<file path="src/hdl/blc_pkg.sv">
// ----------------------------------------------------------------------------
// blc_pkg
// Types, beat layouts and byte mapping functions of the byte level text codec.
// ----------------------------------------------------------------------------
`default_nettype none

package blc_pkg;

   typedef struct packed {
      logic [7:0] in_byte;
      logic       end_of_text;
   } req_type;

   typedef struct packed {
      logic [7:0] out_byte;
      logic       run_last;
   } rsp_type;

   // one queued job: one or two result bytes
   typedef struct packed {
      logic       two;
      logic [7:0] b0;
      logic [7:0] b1;
   } op_type;

   localparam logic       DIR_ENCODE = 1'b0;
   localparam logic       DIR_DECODE = 1'b1;
   localparam logic [7:0] UTF_LEAD2  = 8'hC0;
   localparam logic [7:0] UTF_CONT   = 8'h80;
   localparam logic [7:0] UTF_MASK6  = 8'h3F;

   function automatic logic [8:0] map_byte(input logic [7:0] b);
      logic [8:0] cp;
      if (b <= 8'd32) begin
         cp = 9'd256 + {1'b0, b};
      end else if (b <= 8'd126) begin
         cp = {1'b0, b};
      end else if (b <= 8'd160) begin
         cp = {1'b0, b} + 9'd162;
      end else if (b == 8'd173) begin
         cp = 9'd323;
      end else begin
         cp = {1'b0, b};
      end
      return cp;
   endfunction

   function automatic logic unmap_hit(input logic [20:0] cp);
      return (cp >= 21'd33 && cp <= 21'd126) || (cp >= 21'd161 && cp <= 21'd172) ||
             (cp >= 21'd174 && cp <= 21'd323);
   endfunction

   function automatic logic [7:0] unmap_byte(input logic [20:0] cp);
      logic [7:0] b;
      if (cp <= 21'd255) begin
         b = cp[7:0];
      end else if (cp <= 21'd288) begin
         b = cp[7:0];
      end else if (cp <= 21'd322) begin
         b = 8'(cp[8:0] - 9'd162);
      end else begin
         b = 8'd173;
      end
      return b;
   endfunction

endpackage

`default_nettype wire

</file>
<file path="src/hdl/byte_level_text_codec.sv">
// ----------------------------------------------------------------------------
// byte_level_text_codec
// Byte map plus UTF-8 encode, or UTF-8 assembly plus inverse map, per direction.
// ----------------------------------------------------------------------------
//  channel  ports                      beat
//  req      push, full, req_data       one input byte and end of text flag
//  rsp      empty, pop, rsp_data       one output byte and run_last flag
//  csr      csr_we, csr_wdata          direction, 0 encode, 1 decode
//
//  A two-byte encode leaves as a lead beat and then a continuation beat; the
//  single output register emits one beat a cycle unless a stalled pop holds it.
//  The first result is registered in the job queue, then in the output register.
//  Reset clears direction, decoder state, queue and the output valid flag.
//  A stalled output fills the job queue (DEPTH jobs) before full rises.
// ----------------------------------------------------------------------------
`default_nettype none

module byte_level_text_codec #(
   parameter int DEPTH = 4
) (
   input  wire logic             clock,
   input  wire logic             reset,
   input  wire logic             push,
   output logic                  full,
   input  wire blc_pkg::req_type req_data,
   output logic                  empty,
   input  wire logic             pop,
   output blc_pkg::rsp_type      rsp_data,
   input  wire logic             csr_we,
   input  wire logic             csr_wdata
);

   logic            direction_ff;
   logic            accept;
   logic            job_valid;
   blc_pkg::op_type job_in;
   blc_pkg::op_type job_out;
   logic            job_empty;
   logic            job_pop;

   assign accept = push && !full;

   always_ff @(posedge clock) begin
      if (reset) begin
         direction_ff <= blc_pkg::DIR_ENCODE;
      end else if (csr_we) begin
         direction_ff <= csr_wdata;
      end
   end

   blc_front u_front (
      .clock     (clock),
      .reset     (reset),
      .direction (direction_ff),
      .accept    (accept),
      .req       (req_data),
      .job_valid (job_valid),
      .job       (job_in)
   );

   blc_queue #(
      .DEPTH (DEPTH)
   ) u_queue (
      .clock   (clock),
      .reset   (reset),
      .wr_en   (job_valid),
      .wr_data (job_in),
      .full    (full),
      .rd_en   (job_pop),
      .rd_data (job_out),
      .empty   (job_empty)
   );

   blc_back u_back (
      .clock     (clock),
      .reset     (reset),
      .job_empty (job_empty),
      .job       (job_out),
      .job_pop   (job_pop),
      .empty     (empty),
      .pop       (pop),
      .rsp       (rsp_data)
   );

endmodule

`default_nettype wire

</file>
<file path="src/hdl/blc_queue.sv">
// ----------------------------------------------------------------------------
// blc_queue
// Short job queue between the classifying front and the emitting back.
// ----------------------------------------------------------------------------
`default_nettype none

module blc_queue #(
   parameter int DEPTH = 4
) (
   input  wire logic            clock,
   input  wire logic            reset,
   input  wire logic            wr_en,
   input  wire blc_pkg::op_type wr_data,
   output logic                 full,
   input  wire logic            rd_en,
   output blc_pkg::op_type      rd_data,
   output logic                 empty
);

   localparam int PW = $clog2(DEPTH);
   localparam int CW = $clog2(DEPTH + 1);

   blc_pkg::op_type slot_ff [DEPTH];
   logic [PW-1:0]   wr_ptr_ff, wr_ptr_in;
   logic [PW-1:0]   rd_ptr_ff, rd_ptr_in;
   logic [CW-1:0]   count_ff, count_in;
   logic            do_wr, do_rd;

   assign full    = (count_ff == CW'(DEPTH));
   assign empty   = (count_ff == '0);
   assign do_wr   = wr_en && !full;
   assign do_rd   = rd_en && !empty;
   assign rd_data = slot_ff[rd_ptr_ff];

   always_comb begin
      wr_ptr_in = wr_ptr_ff;
      rd_ptr_in = rd_ptr_ff;
      count_in  = count_ff;
      if (do_wr) begin
         wr_ptr_in = (wr_ptr_ff == PW'(DEPTH - 1)) ? '0 : wr_ptr_ff + PW'(1);
      end
      if (do_rd) begin
         rd_ptr_in = (rd_ptr_ff == PW'(DEPTH - 1)) ? '0 : rd_ptr_ff + PW'(1);
      end
      if (do_wr && !do_rd) begin
         count_in = count_ff + CW'(1);
      end else if (do_rd && !do_wr) begin
         count_in = count_ff - CW'(1);
      end
   end

   always_ff @(posedge clock) begin
      if (reset) begin
         wr_ptr_ff <= '0;
         rd_ptr_ff <= '0;
         count_ff  <= '0;
      end else begin
         wr_ptr_ff <= wr_ptr_in;
         rd_ptr_ff <= rd_ptr_in;
         count_ff  <= count_in;
      end
   end

   always_ff @(posedge clock) begin
      if (do_wr) begin
         slot_ff[wr_ptr_ff] <= wr_data;
      end
   end

endmodule

`default_nettype wire

</file>
<file path="src/hdl/blc_front.sv">
// ----------------------------------------------------------------------------
// blc_front
// Takes input beats, runs the byte map or the UTF-8 assembler, queues jobs.
// ----------------------------------------------------------------------------
`default_nettype none

module blc_front (
   input  wire logic             clock,
   input  wire logic             reset,
   input  wire logic             direction,
   input  wire logic             accept,
   input  wire blc_pkg::req_type req,
   output logic                  job_valid,
   output blc_pkg::op_type       job
);

   logic [20:0] acc_ff, acc_in;
   logic [1:0]  left_ff, left_in;
   logic        halt_ff, halt_in;
   logic [7:0]  c;
   logic [8:0]  cp;
   logic        done;

   assign c  = req.in_byte;
   assign cp = blc_pkg::map_byte(c);

   always_comb begin
      acc_in    = acc_ff;
      left_in   = left_ff;
      halt_in   = halt_ff;
      done      = 1'b0;
      job_valid = 1'b0;
      job.two   = 1'b0;
      job.b0    = c;
      job.b1    = 8'(cp[5:0]) | blc_pkg::UTF_CONT;
      if (accept && direction == blc_pkg::DIR_ENCODE) begin
         job_valid = 1'b1;
         if (cp >= 9'h080) begin
            job.two = 1'b1;
            job.b0  = 8'(cp[8:6]) | blc_pkg::UTF_LEAD2;
         end else begin
            job.b0 = cp[7:0];
         end
      end else if (accept && !halt_ff) begin
         if (left_ff == 2'd0) begin
            if (!c[7]) begin
               acc_in = 21'(c);
               done   = 1'b1;
            end else if (c[7:5] == 3'b110) begin
               acc_in  = 21'(c[4:0]);
               left_in = 2'd1;
            end else if (c[7:4] == 4'b1110) begin
               acc_in  = 21'(c[3:0]);
               left_in = 2'd2;
            end else if (c[7:3] == 5'b11110) begin
               acc_in  = 21'(c[2:0]);
               left_in = 2'd3;
            end else begin
               halt_in = 1'b1;
               acc_in  = '0;
            end
         end else if (c[7:6] != 2'b10) begin
            halt_in = 1'b1;
            acc_in  = '0;
            left_in = 2'd0;
         end else begin
            acc_in  = {acc_ff[14:0], c[5:0]};
            left_in = left_ff - 2'd1;
            done    = (left_ff == 2'd1);
         end
         if (done) begin
            job_valid = blc_pkg::unmap_hit(acc_in);
            job.b0    = blc_pkg::unmap_byte(acc_in);
            acc_in    = '0;
         end
      end
      if (accept && req.end_of_text) begin
         acc_in  = '0;
         left_in = 2'd0;
         halt_in = 1'b0;
      end
   end

   always_ff @(posedge clock) begin
      if (reset) begin
         acc_ff  <= '0;
         left_ff <= 2'd0;
         halt_ff <= 1'b0;
      end else begin
         acc_ff  <= acc_in;
         left_ff <= left_in;
         halt_ff <= halt_in;
      end
   end

endmodule

`default_nettype wire

</file>
<file path="src/hdl/blc_back.sv">
// ----------------------------------------------------------------------------
// blc_back
// Drains queued jobs into result beats through a one-beat output register.
// ----------------------------------------------------------------------------
`default_nettype none

module blc_back (
   input  wire logic            clock,
   input  wire logic            reset,
   input  wire logic            job_empty,
   input  wire blc_pkg::op_type job,
   output logic                 job_pop,
   output logic                 empty,
   input  wire logic            pop,
   output blc_pkg::rsp_type     rsp
);

   logic             valid_ff, valid_in;
   logic             phase_ff, phase_in;
   blc_pkg::rsp_type rsp_ff, rsp_in;
   logic             load;

   assign empty = !valid_ff;
   assign rsp   = rsp_ff;
   assign load  = (!valid_ff || pop) && !job_empty;

   always_comb begin
      valid_in = valid_ff && !pop;
      phase_in = phase_ff;
      rsp_in   = rsp_ff;
      job_pop  = 1'b0;
      if (load) begin
         valid_in = 1'b1;
         if (job.two && !phase_ff) begin
            rsp_in.out_byte = job.b0;
            rsp_in.run_last = 1'b0;
            phase_in        = 1'b1;
         end else begin
            rsp_in.out_byte = job.two ? job.b1 : job.b0;
            rsp_in.run_last = 1'b1;
            phase_in        = 1'b0;
            job_pop         = 1'b1;
         end
      end
   end

   always_ff @(posedge clock) begin
      if (reset) begin
         valid_ff <= 1'b0;
         phase_ff <= 1'b0;
      end else begin
         valid_ff <= valid_in;
         phase_ff <= phase_in;
      end
   end

   always_ff @(posedge clock) begin
      rsp_ff <= rsp_in;
   end

endmodule

`default_nettype wire

</file>
<file path="config.mk">
export PLATFORM = sky130hd
export DESIGN_NAME = byte_level_text_codec
export DESIGN_NICKNAME = d
export VERILOG_FILES = /design/src/hdl/blc_pkg.sv /design/src/hdl/byte_level_text_codec.sv /design/src/hdl/blc_queue.sv /design/src/hdl/blc_front.sv /design/src/hdl/blc_back.sv
export SDC_FILE = /design/constraint.sdc
export NUM_CORES = 1
export LEC_CHECK = 0
export ABC_AREA = 1
export CAP_MARGIN = 20
export CELL_PAD_IN_SITES_DETAIL_PLACEMENT = 1
export CELL_PAD_IN_SITES_GLOBAL_PLACEMENT = 1
export CORE_AREA = 2 2 113 115
export CTS_CLUSTER_DIAMETER = 60
export DETAILED_ROUTE_END_ITERATION = 6
export DIE_AREA = 0 0 115 117
export DONT_BUFFER_PORTS = 1
export PLACE_DENSITY = 0.83
export SYNTH_ARGS = -nofsm -noshare
export SYNTH_HDL_FRONTEND = slang
export SYNTH_HIERARCHICAL = 1
export SYNTH_SLANG_ARGS = --single-unit
export TNS_END_PERCENT = 5
</file>
<file path="constraint.sdc">
create_clock -name clock -period 5.2 [get_ports clock]
set_clock_uncertainty 0.15 [all_clocks]
set_input_delay 0.78 -clock clock [delete_from_list [all_inputs] [get_ports clock]]
set_output_delay 0.78 -clock clock [all_outputs]
set_load 0.03 [all_outputs]
</file>
* Word-level counts from Yosys, hierarchy flattened
Memory sizes are Yosys's and may differ from the RTL's. A register that Yosys moved wholly into a read port is not among the register bits.
Cells that the tools add are included.
** Word-level totals
- Memory bits (writable) :: 60
- Logic and storage cells :: 138
- Memories kept :: 1
- Flip-flop bits (word level) :: 37
- Output and inout bits :: 11
** Cells by class
- Equal/unequal tests :: 14
- Mux-type cells :: 56
- Bitwise gates (word level) :: 2
- $add $sub $neg :: 8
- Reductions and logical operators :: 33
- Order comparisons :: 13
** Memory list
- u_queue.slot_ff :: words 4, width 15, rd ports 1, clocked after memory_dff 1, write ports 1, RTL line blc_queue.sv:23 : blc_pkg::op_type slot_ff [DEPTH];
** Operator list (number)
- two-way mux 21 bit :: 7
- two-way mux 8 bit :: 8
- <= comparator 21 x 9 -> 1 bit, second input constant :: 3
- two-way mux 9 bit :: 5
- >= comparator 21 x 8 -> 1 bit, second input constant :: 2
- <= comparator 21 x 8 -> 1 bit, second input constant :: 2
- two-way mux 1 bit :: 22
- >= comparator 21 x 6 -> 1 bit, second input constant :: 1
- <= comparator 21 x 7 -> 1 bit, second input constant :: 1
- two-way mux 2 bit :: 10
- two-way mux 15 bit :: 1
- logical AND 1 bit :: 14
- != test 2 bit, second input constant :: 5
- adder 8 x 8 -> 9 bit, second input constant :: 1
- adder 9 x 8 -> 9 bit, first input constant :: 1
- >= comparator 9 x 8 -> 1 bit, second input constant :: 1
- two-way mux 3 bit :: 3
- == test 8 bit, second input constant :: 1
- <= comparator 8 x 6 -> 1 bit, second input constant :: 1
- <= comparator 8 x 7 -> 1 bit, second input constant :: 1
- <= comparator 8 bit, second input constant :: 1
- zero test 1 bit :: 8
- subtractor 8 bit, second input constant :: 1
- AND reduction 7 bit :: 1
- 18 further kinds :: 25

* Longest topological paths before layout
- Word-level depth :: 20
- Depth in mapped cells :: 29
- Depth with buffers taken out :: 29

* By module
The synthesis kept the hierarchy.
** By module, submodules not included
- blc_queue :: instances 1, sequential area each 2222.1 µm², cells an instance 235, area each 3085.5 µm²
- blc_front :: instances 1, sequential area each 360.3 µm², cells an instance 398, area each 2309.7 µm²
- blc_back :: instances 1, sequential area each 310.3 µm², cells an instance 53, area each 525.5 µm²
- byte_level_text_codec :: instances 1, sequential area each 20.0 µm², cells an instance 9, area each 52.6 µm²

* Worst setup path after synthesis
No wires, ideal clock.
- Path kind :: input port to flip-flop
- Start point :: in req_data[7] (netlist name)
- End point :: mem u_queue/slot_ff[0][0] (netlist name) (enable)
- Slack :: 1.506 ns
- Setup time :: 0.391 ns
- Required time :: 4.659 ns
- Path buffers :: 1
- Arrival time :: 3.154 ns
- Stages :: 17
- Cell sequence :: buf_4 nor2_2 nor2_1 nor2_1 nand2_1 ha_1 nand3_2 nor2_1 o21ai_1 nand2_1 nand2_1 inv_1 nand2_1 nand2_1 nand2_1 nand2_1 nor2_1
** On the way
- Word-level cells in the longest chain between the ends :: 18
- Elaborated cells on any way between the ends :: 33
** Ends and longest elaborated chain
- start: declaration :: RTL line byte_level_text_codec.sv:25 : input wire blc_pkg::req_type req_data,
- == test 5 bit :: RTL line blc_front.sv:55 : end else if (c[7:3] == 5'b11110) begin
- two-way mux 3 bit :: RTL line blc_front.sv:55
- two-way mux 21 bit :: RTL line blc_front.sv:52 : end else if (c[7:4] == 4'b1110) begin
- two-way mux 21 bit :: RTL line blc_front.sv:49 : end else if (c[7:5] == 3'b110) begin
- two-way mux 21 bit :: RTL line blc_front.sv:46 : if (!c[7]) begin
- two-way mux 21 bit :: RTL line blc_front.sv:45 : if (left_ff == 2'd0) begin
- two-way mux 21 bit :: RTL line blc_front.sv:44 : end else if (accept && !halt_ff) begin
- two-way mux 21 bit :: RTL line blc_front.sv:36 : if (accept && direction == blc_pkg::DIR_ENCODE) begin
- [2 not listed]
- logical OR 1 bit (2 in series) :: RTL line blc_pkg.sv:49 : return (cp >= 21'd33 && cp <= 21'd126) || (cp >= 21'd161 && cp <= 21'd172) ||
- two-way mux 1 bit * :: RTL line blc_front.sv:71 : if (done) begin
- two-way mux 1 bit * :: RTL line blc_front.sv:44
- two-way mux 1 bit * :: RTL line blc_front.sv:36
- net job_valid :: RTL line byte_level_text_codec.sv:35 : logic job_valid;
- logical AND 1 bit * :: RTL line blc_queue.sv:31 : assign do_wr = wr_en && !full;
- two-way mux 1 bit * :: RTL line blc_queue.sv:65 : if (do_wr) begin
- two-way mux 1 bit (not written as such) * :: RTL line blc_queue.sv:66 : slot_ff[wr_ptr_ff] <= wr_data;
- end: declaration :: RTL line blc_queue.sv:23
The timed path passes the listed nets; every way through them passes the cells marked *. The select of a mux whose other input is x is not followed.

* Worst setup path in the final report
- Start point :: reg u_front.left_ff[0]
- End point :: reg u_queue.count_ff[2]
** On the way
- Word-level cells in the longest chain between the ends :: 15
- Elaborated cells on any way between the ends :: 29
** Ends and longest elaborated chain
- start: declaration :: RTL line blc_front.sv:18 : logic [1:0] left_ff, left_in;
- start signal: assignment :: RTL line blc_front.sv:91 : left_ff <= left_in;
- zero test 2 bit :: RTL line blc_front.sv:45
- two-way mux 21 bit :: RTL line blc_front.sv:45
- two-way mux 21 bit :: RTL line blc_front.sv:44
- two-way mux 21 bit :: RTL line blc_front.sv:36
- >= comparator 21 x 6 -> 1 bit, or another cell as far along :: RTL line blc_pkg.sv:49
- logical AND 1 bit :: RTL line blc_pkg.sv:49
- logical OR 1 bit (2 in series) :: RTL line blc_pkg.sv:49
- two-way mux 1 bit * :: RTL line blc_front.sv:71
- two-way mux 1 bit * :: RTL line blc_front.sv:44
- two-way mux 1 bit * :: RTL line blc_front.sv:36
- net job_valid :: RTL line byte_level_text_codec.sv:35
- logical AND 1 bit * :: RTL line blc_queue.sv:31
- net u_queue.do_wr :: RTL line blc_queue.sv:27 : logic do_wr, do_rd;
- zero test 1 bit :: RTL line blc_queue.sv:47 : end else if (do_rd && !do_wr) begin
- logical AND 1 bit :: RTL line blc_queue.sv:47
- nonzero test 2 bit (no source line)
- end signal: assignment :: RTL line blc_queue.sv:60 : count_ff <= count_in;
- end: declaration :: RTL line blc_queue.sv:26 : logic [CW-1:0] count_ff, count_in;
Marked as above.
A chain may end at the register's enable or synchronous reset.

==> flow_summary.yaml <==
outcome:
  outcome: "complete, no violations"
cts:
  clockBufferDepth: 2
  clk_pin_slew_worst_paths_ps: 70
  cts_tree: "yes"
  postCtsSetupBuffers: 0
  cts_made_buffers: 9
  insertion_delay_ps: 360
  cts_hold_buf: 0
  ctsHtreeMaxLevel: 3
  cts_root_buffer: "clkbuf_16"
  ctsResizeCount: 0
  cts_num_sinks: 107
routing:
  drtIter0Drc: 341
  drc: 0
  dr.pass1.iters: 4
  vias_per_cell: 5.71
  dr_total_vias: 4833
  routed_wl_mm: 16.6
  wl_per_cell_um: 19.6
  ant_nets: 0
sta:
  report.final.hold_viol_count: 0
  worst_slew_pin_slew_ps: 672
  setup_viol: 0
  drv_slew: 0
  rsz0062_at_grt: "false"
  slew_headroom: 0.549
  timing.final.crit_period_ps: 4420
  period_share: 0.850
  setup_tns_ps: 0
  max_freq_mhz: 226
synth:
  ys_seq_area_frac: 0.488
  synth.most_common_cell: "nand2_1"
  synth.area.top_cells: "edfxtp_1, dfxtp_1, nand2_1, nor2_1, nand3_1"
  ys_ff_latch: 107
  synth_flop_cell: "edfxtp_1"
  synth-edff-count: 77
  syn_nets: 725
  yosys.area.top_type_share: 0.387
  synth_area_sq_um: 5970
  async_flop_share: 0
  yosys.area.top_type: "edfxtp_1"
  ys_types: 40
  synthTopCellsByCount: "nand2_1, nor2_1, edfxtp_1"
  syn_inst: 695
  ys_warn_count: 6
  syn_avg_cell_area_sq_um: 8.59
cells_and_area:
  stdcell_count: 846
  drive_gt1_frac: 0.132
  area_growth_pct: 6.56
  nets: 721
  antenna_cells: 0
  fin_util: 0.517
pwr:
  power.net_switching_mw: 1.22
  power.density_nw_per_um2: 489
  internal-power_mw: 1.89
  ir_drop_uv: 169
  p_leak_nw: 2.60
  pwr-share-comb: 0.344
  seqPwrFrac: 0.409
  clock_power_share: 0.247
  swShare: 0.392
setup_path:
  cp-start-kind: "register"
  critPathKind: "reg -> reg"
  critPathMaxStageDelay_ps: 590
  reg2reg_slack_ps: 780
  cp.required_ps: 5310
  crit_arrival_ps: 4530
  slowest_stage: "ha_1"
  cp_common_cell: "nand2_1"
  cp-end-kind: "register"
  worst-path-max-fanout: 11
placement:
  globalplace.congestion: 0.971
  dp_cells: 830
  portBuffers: 0
  hpwlAfterDp_mm: 11.7
die:
  die_height_um: 117
  row_count: 41
  initial_core_util: 0.485
  io-pin-count: 26
  die_x_um: 115
  dieArea_sq_um: 13500
  core_sq_um: 12300
global_routing:
  gr-total-overflow: 0
  grt_pass1_wl_mm: 26.6
  antenna_found_initial: 0
  grt_pass1_vias: 5163
  grt_max_degree: 36
  grtUsageTotal: 0.260
worst_hold_path:
  hp-class: "reg -> reg"
run:
  drv_cap: 0
## metrics by stage
stage	hold slack [ps]	setup WS [ps]	total power, mW	instance area, sq um
floorplan	280	1510	2.10	5970
global placement	294	1140	2.25	6030
detailed placement	292	922	2.34	6030
CTS	304	801	3.13	6360
global route	320	458	3.30	6360
finish	299	780	3.11	6360
## metal layers
layer	track usage	wire length (um)	up-vias
met5	0	0	-
met4	0.0940	340	0
met3	0.0602	604	25
met2	0.469	8840	92
met1	0.303	6820	2390
li1	-	-	2326
## state kept, by name, summed over array words and instances, names as in the netlist, named ones only
signal	cells
u_queue/count_ff	3
u_back/phase_ff	1
u_front/halt_ff	1
direction_ff	1
u_front/acc_ff	15
u_queue/slot_ff	68
u_back/valid_ff	1
u_queue/rd_ptr_ff	2
u_front/left_ff	2
u_queue/wr_ptr_ff	2
u_back/rsp	9
## final cells by class
cell class,instances,area (sq um)
inverter,75,287
tap,150,188
clock inverter,4,77.6
timing repair buffer,8,60.1
multi-input combinational,490,2580
fill,1484,5950
sequential,107,2910
clock buffer,12,256
## logic make-up (layout without fill, tap and decap cells)
kind of cell | count (synthesis) | after routing | synth area share
compound gates | 117 | 117 | 0.113
other cells | 2 | 2 | 0.00126
fa+ha+maj | 15 | 15 | 0.0327
xor+xnor | 2 | 2 | 0.00293
simple gates | 354 | 354 | 0.283
buf+inv | 98 | 99 | 0.0798
flops | 107 | 107 | 0.488
## power groups by stage
| stage | logic [mW] | clock network (mW) | registers, mW |
|---|---|---|---|
| 6_report | 1.07 | 0.770 | 1.27 |
| 5_1_grt | 1.19 | 0.818 | 1.29 |
| 4_1_cts | 1.08 | 0.784 | 1.27 |
| 3_5_place_dp | 1.05 | 0 | 1.29 |
| 3_3_place_gp | 0.971 | 0 | 1.28 |
| 2_1_floorplan | 0.827 | 0 | 1.27 |
## worst max-delay path: cells and delay by family, from the launching register on
kind / cells / cell delay [ps]
simple gates: 16 / 1600
fa+ha+maj: 4 / 1350
buf+inv: 7 / 740
flops: 1 / 340
compound gates: 1 / 120
## placed cells by master (no fill, tap or decap), drive strengths merged
cell,Yosys,routed
edfxtp,77,77
a211oi,1,1
inv,73,75
dfxtp,30,30
a31oi,1,1
buf,19,8
nor2,107,107
nand4,13,13
clkinv,2,2
nor3,14,14
o211ai,2,2
bufinv,0,2
ha,14,14
fa,1,1
conb,2,2
o21ai,50,50
nand2,160,160
xor2,2,2
o22ai,17,17
clkbuf,4,12
nand3b,4,4
a21oi,43,43
and2,1,1
nand3,55,55
a22oi,3,3
## worst paths after layout
path	start	endpoint	depth (start not counted)
max	u_front/left_ff[0]$_SDFFE_PP0P_	u_queue/count_ff[2]$_SDFFE_PP0P_	28
min	u_front/halt_ff$_SDFFE_PP0P_	u_front/halt_ff$_SDFFE_PP0P_	2
max reg2reg	u_front/left_ff[0]$_SDFFE_PP0P_	u_queue/count_ff[2]$_SDFFE_PP0P_	28
min reg2reg	u_front/halt_ff$_SDFFE_PP0P_	u_front/halt_ff$_SDFFE_PP0P_	2
Power figures use the tool's default switching activity.
